### src/hdl/micrt_divu.sv
// ----------------------------------------------------------------------------
// Shared restoring divider
// Unsigned division, one quotient bit per cycle; wide dividend, narrow divisor.
// ----------------------------------------------------------------------------
module micrt_divu #(
	parameter int NW = 64,
	parameter int DW = 32
) (
	input  logic          clk,
	input  logic          arst_n,
	input  logic          start,
	input  logic [NW-1:0] num,
	input  logic [DW-1:0] den,
	output logic          done,
	output logic [NW-1:0] quo,
	output logic [DW-1:0] rem
);
	localparam int CW = $clog2(NW + 1);
	logic [CW-1:0] cnt_q;
	logic          busy_q;
	logic [NW-1:0] q_q;
	logic [DW:0]   r_q;
	logic [DW:0]   trial;
	logic [DW:0]   shifted;

	assign shifted = {r_q[DW-1:0], q_q[NW-1]};
	assign trial   = shifted - {1'b0, den};

	always_ff @(posedge clk or negedge arst_n) begin
		if (!arst_n) begin
			busy_q <= 1'b0;
			cnt_q  <= '0;
			done   <= 1'b0;
		end else begin
			done <= 1'b0;
			if (start) begin
				busy_q <= 1'b1;
				cnt_q  <= CW'(NW);
			end else if (busy_q) begin
				cnt_q <= cnt_q - 1'b1;
				if (cnt_q == CW'(1)) begin
					busy_q <= 1'b0;
					done   <= 1'b1;
				end
			end
		end
	end

	always_ff @(posedge clk) begin
		if (start) begin
			q_q <= num;
			r_q <= '0;
		end else if (busy_q) begin
			if (!trial[DW]) begin
				r_q <= trial;
				q_q <= {q_q[NW-2:0], 1'b1};
			end else begin
				r_q <= shifted;
				q_q <= {q_q[NW-2:0], 1'b0};
			end
		end
	end

	assign quo = q_q;
	assign rem = r_q[DW-1:0];
endmodule

### config.mk
export PLATFORM = sky130hd
export DESIGN_NAME = micrt_divu
export DESIGN_NICKNAME = d
export VERILOG_FILES = /design/src/hdl/micrt_divu.sv
export SDC_FILE = /design/constraint.sdc
export NUM_CORES = 1
export LEC_CHECK = 0
export BUFFER_PORTS_ARGS = -buffer_cell sky130_fd_sc_hd__buf_4
export CORE_ASPECT_RATIO = 1.2
export CORE_MARGIN = 4
export CORE_UTILIZATION = 35
export CTS_BUF_LIST = sky130_fd_sc_hd__clkbuf_4 sky130_fd_sc_hd__clkbuf_8
export DETAILED_ROUTE_END_ITERATION = 7
export PLACE_DENSITY = 0.65
export SETUP_SLACK_MARGIN = 0.02
export SLEW_MARGIN = 20
export SYNTH_ARGS = -nofsm -noshare
export SYNTH_HDL_FRONTEND = slang
export SYNTH_SLANG_ARGS = --single-unit
### constraint.sdc
create_clock -name clk -period 3.8 [get_ports clk]
set_input_delay 0.76 -clock clk [delete_from_list [all_inputs] [get_ports clk]]
set_output_delay 0.76 -clock clk [all_outputs]
set_load 0.005 [all_outputs]
==> results of run 1 <==
path summary, 6_finish.rpt:
path | cells past startpoint | end | start
max in group asynchronous | 1 | busy_q | arst_n
min in group clk | 2 | r_q[5] | r_q[5]
hold / removal | 1 | cnt_q[3] | arst_n
hold reg to reg | 2 | r_q[5] | r_q[5]
setup reg to reg | 13 | r_q[28] | quo[63]
setup / recovery | 13 | r_q[28] | den[0]
synth_stat cells (3+ instances only):
cell type | instances | area [um^2]
edfxtp_1 | 64 | 1920
mux2_2 | 64 | 721
nor2_1 | 46 | 173
inv_1 | 42 | 158
nand2_1 | 36 | 135
a21oi_1 | 34 | 170
ha_1 | 34 | 425
dfxtp_1 | 32 | 641
mux2i_1 | 28 | 280
a211oi_1 | 27 | 203
o21ai_0 | 23 | 115
clkbuf_1 | 20 | 75.1
xnor2_1 | 20 | 175
a21o_1 | 19 | 143
xor2_1 | 13 | 114
dfrtp_1 | 9 | 225
nand2b_1 | 9 | 56.3
nand4_1 | 9 | 56.3
nand3_1 | 7 | 35.0
nor3_1 | 6 | 30.0
a31oi_1 | 5 | 31.3
buf_2 | 4 | 20.0
nor2b_1 | 4 | 25.0
o211ai_1 | 4 | 30.0
and3_1 | 3 | 18.8
buf_1 | 3 | 11.3
nand3b_1 | 3 | 22.5
o31ai_1 | 3 | 22.5
or2_2 | 3 | 18.8
critical path, stage by stage:
cell and delay [ns]:
buf_4 0.11, ha_1 0.20, fa_1 0.41, nand2b_1 0.19
a21oi_2 0.16, o31ai_1 0.13, a21o_1 0.25, a2111oi_4 0.40
nor2_4 0.11, xnor2_4 0.21, buf_4 0.26, mux2i_1 0.23
a211oi_1 0.09
through the flow:
stage | worst slack (ns) | power [mW] | cells
2_1_floorplan | 0.406 | 3.58 | 605
3_3_place_gp | 0.184 | 4.39 | 998
3_5_place_dp | 0.129 | 4.41 | 998
4_1_cts | 0.533 | 5.15 | 1014
5_1_grt | 0.305 | 5.48 | 1014
6_report | 0.525 | 5.09 | 1014
flip-flops by register name, indices dropped and copies added, names as in the netlist:
register,cells
busy_q,1
quo,64
r_q,32
cnt_q,7
done,1
power by group through the flow:
| stage | Combinational (mW) | Clock [mW] | Sequential (mW) |
|---|---|---|---|
| finish | 2.58 | 0.721 | 1.79 |
| global route | 2.86 | 0.784 | 1.83 |
| CTS | 2.61 | 0.743 | 1.80 |
| detailed placement | 2.60 | 0 | 1.81 |
| global placement | 2.57 | 0 | 1.82 |
| floorplan | 1.83 | 0 | 1.75 |
layer usage:
layer  vias up  share of wire [%]
met3        14                 10
met2       176                 47
li1       2574                  -
met4         0                1.2
met5         -                  0
met1      2387                 42
kinds of logic (layout without fill, tap and decap cells):
family	Yosys count	count (layout)
compound gates	132	132
fa+ha+maj	35	35
xor+xnor	34	34
flops	105	105
buf+inv	72	261
simple gates	135	135
mux	92	92
cells in the final DEF, fill, tap and decap left out, drive strengths merged, types with 28 or more instances in the layout:
master and count:
a21oi 35, buf 203, dfxtp 32, edfxtp 64
ha 34, inv 47, mux2 64, mux2i 28
nand2 36, nor2 47
layout make-up:
class | instances | area share [%]
well taps | 220 | 3.34
clock inverters | 7 | 0.834
repair buffers | 203 | 18.8
flip-flops and latches | 105 | 33.8
inverters | 42 | 1.91
clock buffers | 9 | 1.50
multi-input cells | 428 | 39.9
==> results.sh, run 1 <==
export IMPL_n_antenna_cell=0
export IMPL_status="finished clean"
export IMPL_timing_slew_headroom_pct=43.3
export IMPL_cp_start_kind="primary input"
export IMPL_place_congestion=0.816
export IMPL_dp_hpwl_um=13000
export IMPL_switching_share_pct=39.0
export IMPL_synth_compound_gate_area_share_pct=13.8
export IMPL_finalSetupViolations=0
export IMPL_rsz0062_at_grt="no"
export IMPL_ys_flop_type="edfxtp_1"
export IMPL_die_area_um2=20500
export IMPL_worstPathMaxFanout=12
export IMPL_first_global_vias=5319
export IMPL_gr_total_overflow=0
export IMPL_ios=196
export IMPL_register_area_um2=2790
export IMPL_synthToLayoutAreaGrowth_pct=29.1
export IMPL_arrival_ns=3.53
export IMPL_hold_buffers=0
export IMPL_grt_max_degree=74
export IMPL_clk_pin_slew_worst_paths_ns=0.12
export IMPL_finalCoreUtilization_pct=46.6
export IMPL_netlist_area_um2=6390
export IMPL_viasPerCell=5.08
export IMPL_p_comb_share_pct=50.7
export IMPL_grt_use_met2_pct=26.7
export IMPL_placed_area_um2=8060
export IMPL_rrSetupSlack_ns=0.57
export IMPL_ys_async_sr_fraction_pct=8.57
export IMPL_start_util_pct=36.1
export IMPL_finalMaxSlewViolations=0
export IMPL_cp_required_ns=4.05
export IMPL_cts_tree="done"
export IMPL_synth_adder_area_share_pct=6.97
export IMPL_synth_warnings=0
export IMPL_fin_crit_sh_pct=86.2
export IMPL_antenna_found_initial=0
export IMPL_postSynthNetCount=739
export IMPL_core_um2=17700
export IMPL_syn_avg_cell_area_um2=10.6
export IMPL_post_drt_wl_per_cell_um=16.8
export IMPL_synth_xor_area_share_pct=4.95
export IMPL_die_h_um=156
export IMPL_synth_top_family_by_area="multiplexers"
export IMPL_switchingPower_mw=1.98
export IMPL_worstHoldPathType="primary input to async pin"
export IMPL_netlist_instances=605
export IMPL_hold_viol_final=0
export IMPL_ant_nets=0
export IMPL_grt_use_total_pct=16.2
export IMPL_muxShareOfSynthArea_pct=15.7
export IMPL_finalInstanceArea_um2=8250
export IMPL_cts_sinks=105
export IMPL_clk_latency_ns=0.39
export IMPL_cts_resized_gates=0
export IMPL_wirelength_um=17100
export IMPL_tightest_slew_ns=0.850
export IMPL_nFillCells=1702
export IMPL_finClkSkew_ns=0.0163
export IMPL_synth_enable_flop_cells=64
export IMPL_p_leak_nw=3.75
export IMPL_numPortBuffers=195
export IMPL_num_vias=5151
export IMPL_grt_busiest_layer="met2"
export IMPL_drive_gt1_share_pct=37.0
export IMPL_die_w_um=131
export IMPL_synth_simple_gate_area_share_pct=10.0
export IMPL_power_internal_mw=3.10
export IMPL_clockBufferDepth=2
export IMPL_grt_pass1_wl_um=27400
export IMPL_drv_cap=0
export IMPL_fmax_mhz=305
export IMPL_multiInputGateArea_um2=3290
export IMPL_p_seq_share_pct=35.1
export IMPL_htreeDepth=3
export IMPL_clkPwrFrac_pct=14.2
export IMPL_holdWs_ns=0.185
export IMPL_setup_tns_ns=0
export IMPL_peakVddDrop_mv=0.264
export IMPL_clockRootBuffer="clkbuf_8"
export IMPL_power_per_cell_area_nw_per_um2=617
export IMPL_postCtsSetupBuffers=0
export IMPL_met3_usage_pct=6.87
export IMPL_remaining_drc_errors=0
export IMPL_nNetsFinal=923
export IMPL_ys_seq_elements=105
export IMPL_firstDrtPassIters=4
export IMPL_numCtsBuffers=9
export IMPL_grtUsageMet1_pct=19.6
export IMPL_yosysUniqueCellTypes=53
export IMPL_fin_crit_ns=3.28
export IMPL_worstSetupEndpointType="flop"
export IMPL_seq_area_frac_synth_pct=43.6
export IMPL_drt_iter0_drc=223
export IMPL_fp_row_count=53
export IMPL_worst_setup_path_type="primary input to flop"
Power figures use the tool's default switching activity.
==> run 2, diff against run 1 <==
- CELL_PAD_IN_SITES_DETAIL_PLACEMENT: unset -> 1
- CELL_PAD_IN_SITES_GLOBAL_PLACEMENT: unset -> 2
- CORE_UTILIZATION: 35 -> 33
- PLACE_DENSITY: 0.65 -> 0.9
==> results.sh, run 2 (synthesis results as in run 1) <==
export IMPL_status="finished clean"
export IMPL_firstDrtPassIters=4
export IMPL_wl_met3_um=1890
export IMPL_switching_share_pct=39.6
export IMPL_hold_viol_final=0
export IMPL_grt_max_degree=70
export IMPL_cts_tree="done"
export IMPL_rr_worst_depth=13
export IMPL_met2WireLength_um=9590
export IMPL_worst_setup_path_type="primary input to flop"
export IMPL_p_comb_share_pct=51.3
export IMPL_dp_hpwl_um=15100
export IMPL_gr_total_overflow=0
export IMPL_peakVddDrop_mv=0.277
export IMPL_nNetsFinal=926
export IMPL_fin_ws_ns=0.425
export IMPL_antenna_found_initial=0
export IMPL_finClkSkew_ns=0.0134
export IMPL_cp_required_ns=4.10
export IMPL_worstSetupEndpointType="flop"
export IMPL_n_antenna_cell=0
export IMPL_start_util_pct=33.8
export IMPL_finalSetupViolations=0
export IMPL_switchingPower_mw=2.06
export IMPL_post_place_ws_ns=-0.0336
export IMPL_wl_met1_um=7410
export IMPL_ant_nets=0
export IMPL_power_per_cell_area_nw_per_um2=624
export IMPL_largest_register_ffs=64
export IMPL_worstPathMaxFanout=23
export IMPL_cts_resized_gates=0
export IMPL_fin_crit_sh_pct=88.8
export IMPL_synthToLayoutAreaGrowth_pct=30.3
export IMPL_rrSetupSlack_ns=0.47
export IMPL_hold_buffers=0
export IMPL_drive_gt1_share_pct=37.4
export IMPL_tightest_slew_ns=0.838
export IMPL_clk_latency_ns=0.39
export IMPL_cp_start_kind="primary input"
export IMPL_viasPerCell=5.03
export IMPL_remaining_drc_errors=0
export IMPL_num_vias=5296
export IMPL_power_mw=5.20
export IMPL_first_global_vias=5804
export IMPL_clkPwrFrac_pct=14.3
export IMPL_fin_crit_ns=3.38
export IMPL_ios=196
export IMPL_post_drt_wl_per_cell_um=18.2
export IMPL_worstHoldPathType="primary input to async pin"
export IMPL_reg2reg_from="quo[63]"
export IMPL_postCtsSetupBuffers=0
export IMPL_die_h_um=160
export IMPL_final_common_cell="buf_4"
export IMPL_wirelength_um=19100
export IMPL_die_w_um=135
export IMPL_fmax_mhz=296
export IMPL_clockBufferDepth=2
export IMPL_numPortBuffers=195
export IMPL_most_common_layout_cells="buf_4, mux2_2, edfxtp_1"
export IMPL_holdWs_ns=0.178
export IMPL_drt_iter0_drc=142
export IMPL_rsz0062_at_grt="no"
export IMPL_arrival_ns=3.67
export IMPL_p_seq_share_pct=34.4
export IMPL_drv_cap=0
export IMPL_timing_slew_headroom_pct=44.1
export IMPL_numCtsBuffers=9
export IMPL_clk_pin_slew_worst_paths_ns=0.12
export IMPL_timing_rr_end="r_q[6]"
export IMPL_cts_sinks=105
export IMPL_power_internal_mw=3.14
export IMPL_clockRootBuffer="clkbuf_8"
export IMPL_grt_pass1_wl_um=30800
export IMPL_finalMaxSlewViolations=0
export IMPL_fp_row_count=55
export IMPL_place_congestion=0.771
export IMPL_top_layer="met4"
export IMPL_core_um2=18900
export IMPL_p_leak_nw=3.77
export IMPL_die_area_um2=21700
export IMPL_grt_use_total_pct=17.8
export IMPL_htreeDepth=3
## run 2: cell types whose count changed in the layout (fill, tap and decap cells not counted)
cell	before	now
clkinv_8	1	2
clkbuf_8	9	10
inv_6	3	4
clkinv_1	1	0
inv_8	2	0
buf_4	201	204
## run 2: layer usage
layer  global-route usage, %  vias up
met3                    7.39       13
met2                    31.2      162
li1                        -     2581
met4                    4.86        0
met5                       0        -
met1                    19.9     2540
## run 2: area by class of cell
class	count	area (um^2)
multi-input combinational	428	3290
clock buffer	10	138
tap	256	320
sequential	105	2790
clock inverter	6	67.6
timing repair buffer	206	1570
fill	2154	10600
inverter	42	158
## run 2: power groups by stage
stage / Sequential, mW / Combinational, mW / Clock (mW)
CTS: 1.80 / 2.72 / 0.771
floorplan: 1.75 / 1.83 / 0
finish: 1.79 / 2.67 / 0.742
global placement: 1.81 / 2.65 / 0
detailed placement: 1.82 / 2.71 / 0
global route: 1.84 / 2.96 / 0.824
## run 2: worst max path at each step
| stage | from | to | slack [ns] | cells after the start |
|---|---|---|---|---|
| CTS | den[0] | r_q[6] | 0.39 | 13 |
| global placement | den[0] | r_q[4] | 0.10 | 13 |
| global route | quo[63] | r_q[16] | 0.20 | 13 |
| detailed placement | den[0] | r_q[6] | -0.03 | 13 |
| finish | den[0] | r_q[6] | 0.42 | 13 |
| floorplan | den[0] | r_q[29] | 0.41 | 12 |
## run 2: worst max-delay path, stage by stage
cell and delay (ns):
buf_4 0.11, ha_1 0.21, fa_1 0.41, nand2b_1 0.19, a21oi_2 0.15, o31ai_1 0.13
a21o_1 0.23, a2111oi_4 0.41, nor2_4 0.12, xnor2_4 0.30, buf_12 0.25, mux2i_1 0.10
a211oi_1 0.27
## run 2: per-stage QoR
stage / setup TNS [ns] / instances / instance area (um^2) / utilization (%)
after global routing: 0 / 1053 / 8330 / 44.0
after global placement: 0 / 1037 / 8130 / 42.9
after detailed placement: -0.0498 / 1037 / 8130 / 42.9
after floorplan: 0 / 605 / 6390 / -
final: 0 / 1053 / 8330 / 44.0
after CTS: 0 / 1053 / 8330 / 44.0
==> run 3, diff against run 2 <==
- CAP_MARGIN: unset -> 5
- CELL_PAD_IN_SITES_DETAIL_PLACEMENT: 1 -> 0
- CELL_PAD_IN_SITES_GLOBAL_PLACEMENT: 2 -> 1
- CORE_UTILIZATION: 33 -> 35
- PLACE_DENSITY: 0.9 -> 0.8
==> results.sh, run 3 (synthesis results as in run 1) <==
export IMPL_drt_iter0_drc=190
export IMPL_hold_buffers=0
export IMPL_status="finished clean"
export IMPL_fin_crit_sh_pct=86.3
export IMPL_power_internal_mw=3.21
export IMPL_core_um2=17700
export IMPL_post_drt_wl_per_cell_um=17.3
export IMPL_final_common_cell="buf_4"
export IMPL_largest_register_ffs=64
export IMPL_worstSetupEndpointType="flop"
export IMPL_most_common_layout_cells="buf_4, mux2_2, edfxtp_1"
export IMPL_drv_cap=0
export IMPL_start_util_pct=36.1
export IMPL_numCtsBuffers=9
export IMPL_peakVddDrop_mv=0.279
export IMPL_p_leak_nw=3.77
export IMPL_clk_pin_slew_worst_paths_ns=0.11
export IMPL_arrival_ns=3.52
export IMPL_switching_share_pct=38.3
export IMPL_placed_area_um2=8070
export IMPL_worstHoldPathType="primary input to async pin"
export IMPL_cp_required_ns=4.04
export IMPL_finalSetupViolations=0
export IMPL_fin_crit_ns=3.28
export IMPL_htreeDepth=3
export IMPL_fmax_mhz=305
export IMPL_power_per_cell_area_nw_per_um2=627
export IMPL_finalMaxSlewViolations=0
export IMPL_die_h_um=156
export IMPL_die_area_um2=20500
export IMPL_hold_viol_final=0
export IMPL_antenna_found_initial=0
export IMPL_nNetsFinal=923
export IMPL_p_comb_share_pct=50.4
export IMPL_remaining_drc_errors=0
export IMPL_reg2reg_from="quo[63]"
export IMPL_grt_use_total_pct=16.9
export IMPL_finalInstanceArea_um2=8290
export IMPL_dp_hpwl_um=13400
export IMPL_die_w_um=131
export IMPL_numPortBuffers=195
export IMPL_timing_slew_headroom_pct=44.1
export IMPL_grt_max_degree=87
export IMPL_setup_tns_ns=0
export IMPL_wirelength_um=17500
export IMPL_cts_sinks=105
export IMPL_tightest_slew_ns=0.838
export IMPL_num_vias=5200
export IMPL_place_congestion=0.810
export IMPL_finClkSkew_ns=0.0115
export IMPL_drive_gt1_share_pct=37.2
export IMPL_clockBufferDepth=2
export IMPL_clk_latency_ns=0.38
export IMPL_worstPathMaxFanout=20
export IMPL_cts_resized_gates=0
export IMPL_rsz0062_at_grt="no"
export IMPL_fp_row_count=53
export IMPL_switchingPower_mw=1.99
export IMPL_ios=196
export IMPL_ant_nets=0
export IMPL_synthToLayoutAreaGrowth_pct=29.7
export IMPL_critPathLaunch="den[0]"
export IMPL_cts_tree="done"
export IMPL_nFillCells=1702
export IMPL_cp_start_kind="primary input"
export IMPL_first_global_vias=5372
export IMPL_grt_pass1_wl_um=28000
export IMPL_postCtsSetupBuffers=0
export IMPL_n_antenna_cell=0
export IMPL_gr_total_overflow=0
export IMPL_worst_setup_path_type="primary input to flop"
export IMPL_viasPerCell=5.13
export IMPL_firstDrtPassIters=4
export IMPL_clkPwrFrac_pct=15.2
export IMPL_p_seq_share_pct=34.3
export IMPL_clockRootBuffer="clkbuf_8"
run 3: cell types whose count changed in the layout (fill, tap and decap cells not counted), sizes merged:
cell / delta
buf: -3
clkinv: -1
bufinv: +1
run 3: final cells by class:
class	instances	area, um^2	area share [%]
repair buffers	203	1560	18.8
well taps	220	275	3.32
clock inverters	6	83.8	1.01
multi-input cells	428	3290	39.7
clock buffers	10	138	1.66
inverters	42	158	1.90
flip-flops and latches	105	2790	33.6
run 3: per-stage QoR:
stage	total power [mW]	hold slack (ns)	instances	utilization, %	setup slack, ns
5_1_grt	5.59	0.164	1014	46.8	0.348
4_1_cts	5.27	0.154	1014	46.8	0.513
3_3_place_gp	4.44	0.496	998	45.6	0.182
3_5_place_dp	4.45	0.496	998	45.6	0.108
2_1_floorplan	3.58	0.464	605	-	0.406
6_report	5.20	0.184	1014	46.8	0.519
run 3: path summary, 6_finish.rpt:
| path | to | slack (ns) | cells past startpoint |
|---|---|---|---|
| worst max-delay path | r_q[13] | 0.52 | 13 |
| worst min-delay path | cnt_q[2] | 0.18 | 1 |
| worst max register to register | r_q[13] | 0.58 | 13 |
| worst min register to register | r_q[17] | 0.51 | 2 |
| max in group asynchronous | cnt_q[3] | 3.48 | 1 |
| min in group clk | r_q[17] | 0.51 | 2 |
run 3: power by group through the flow:
stage / Clock (mW) / Sequential [mW] / Combinational, mW
floorplan: 0 / 1.75 / 1.83
global placement: 0 / 1.81 / 2.62
detailed placement: 0 / 1.81 / 2.64
CTS: 0.821 / 1.79 / 2.65
global route: 0.859 / 1.83 / 2.90
finish: 0.793 / 1.78 / 2.62
run 3: critical path, stage by stage:
cell and delay (ns):
buf_4 0.11, ha_1 0.20, fa_1 0.40, nand2b_1 0.19
a21oi_2 0.15, o31ai_1 0.13, a21o_1 0.25, a2111oi_4 0.40
nor2_4 0.11, xnor2_4 0.25, buf_12 0.23, mux2i_1 0.23
a211oi_1 0.09
run 3: per-layer routing:
metal / vias up / share of wire [%] / global-route usage (%)
li1: 2570 / - / -
met1: 2432 / 41 / 19.0
met2: 181 / 48 / 28.9
met3: 17 / 10 / 7.48
met4: 0 / 1.5 / 5.60
met5: - / 0 / 0
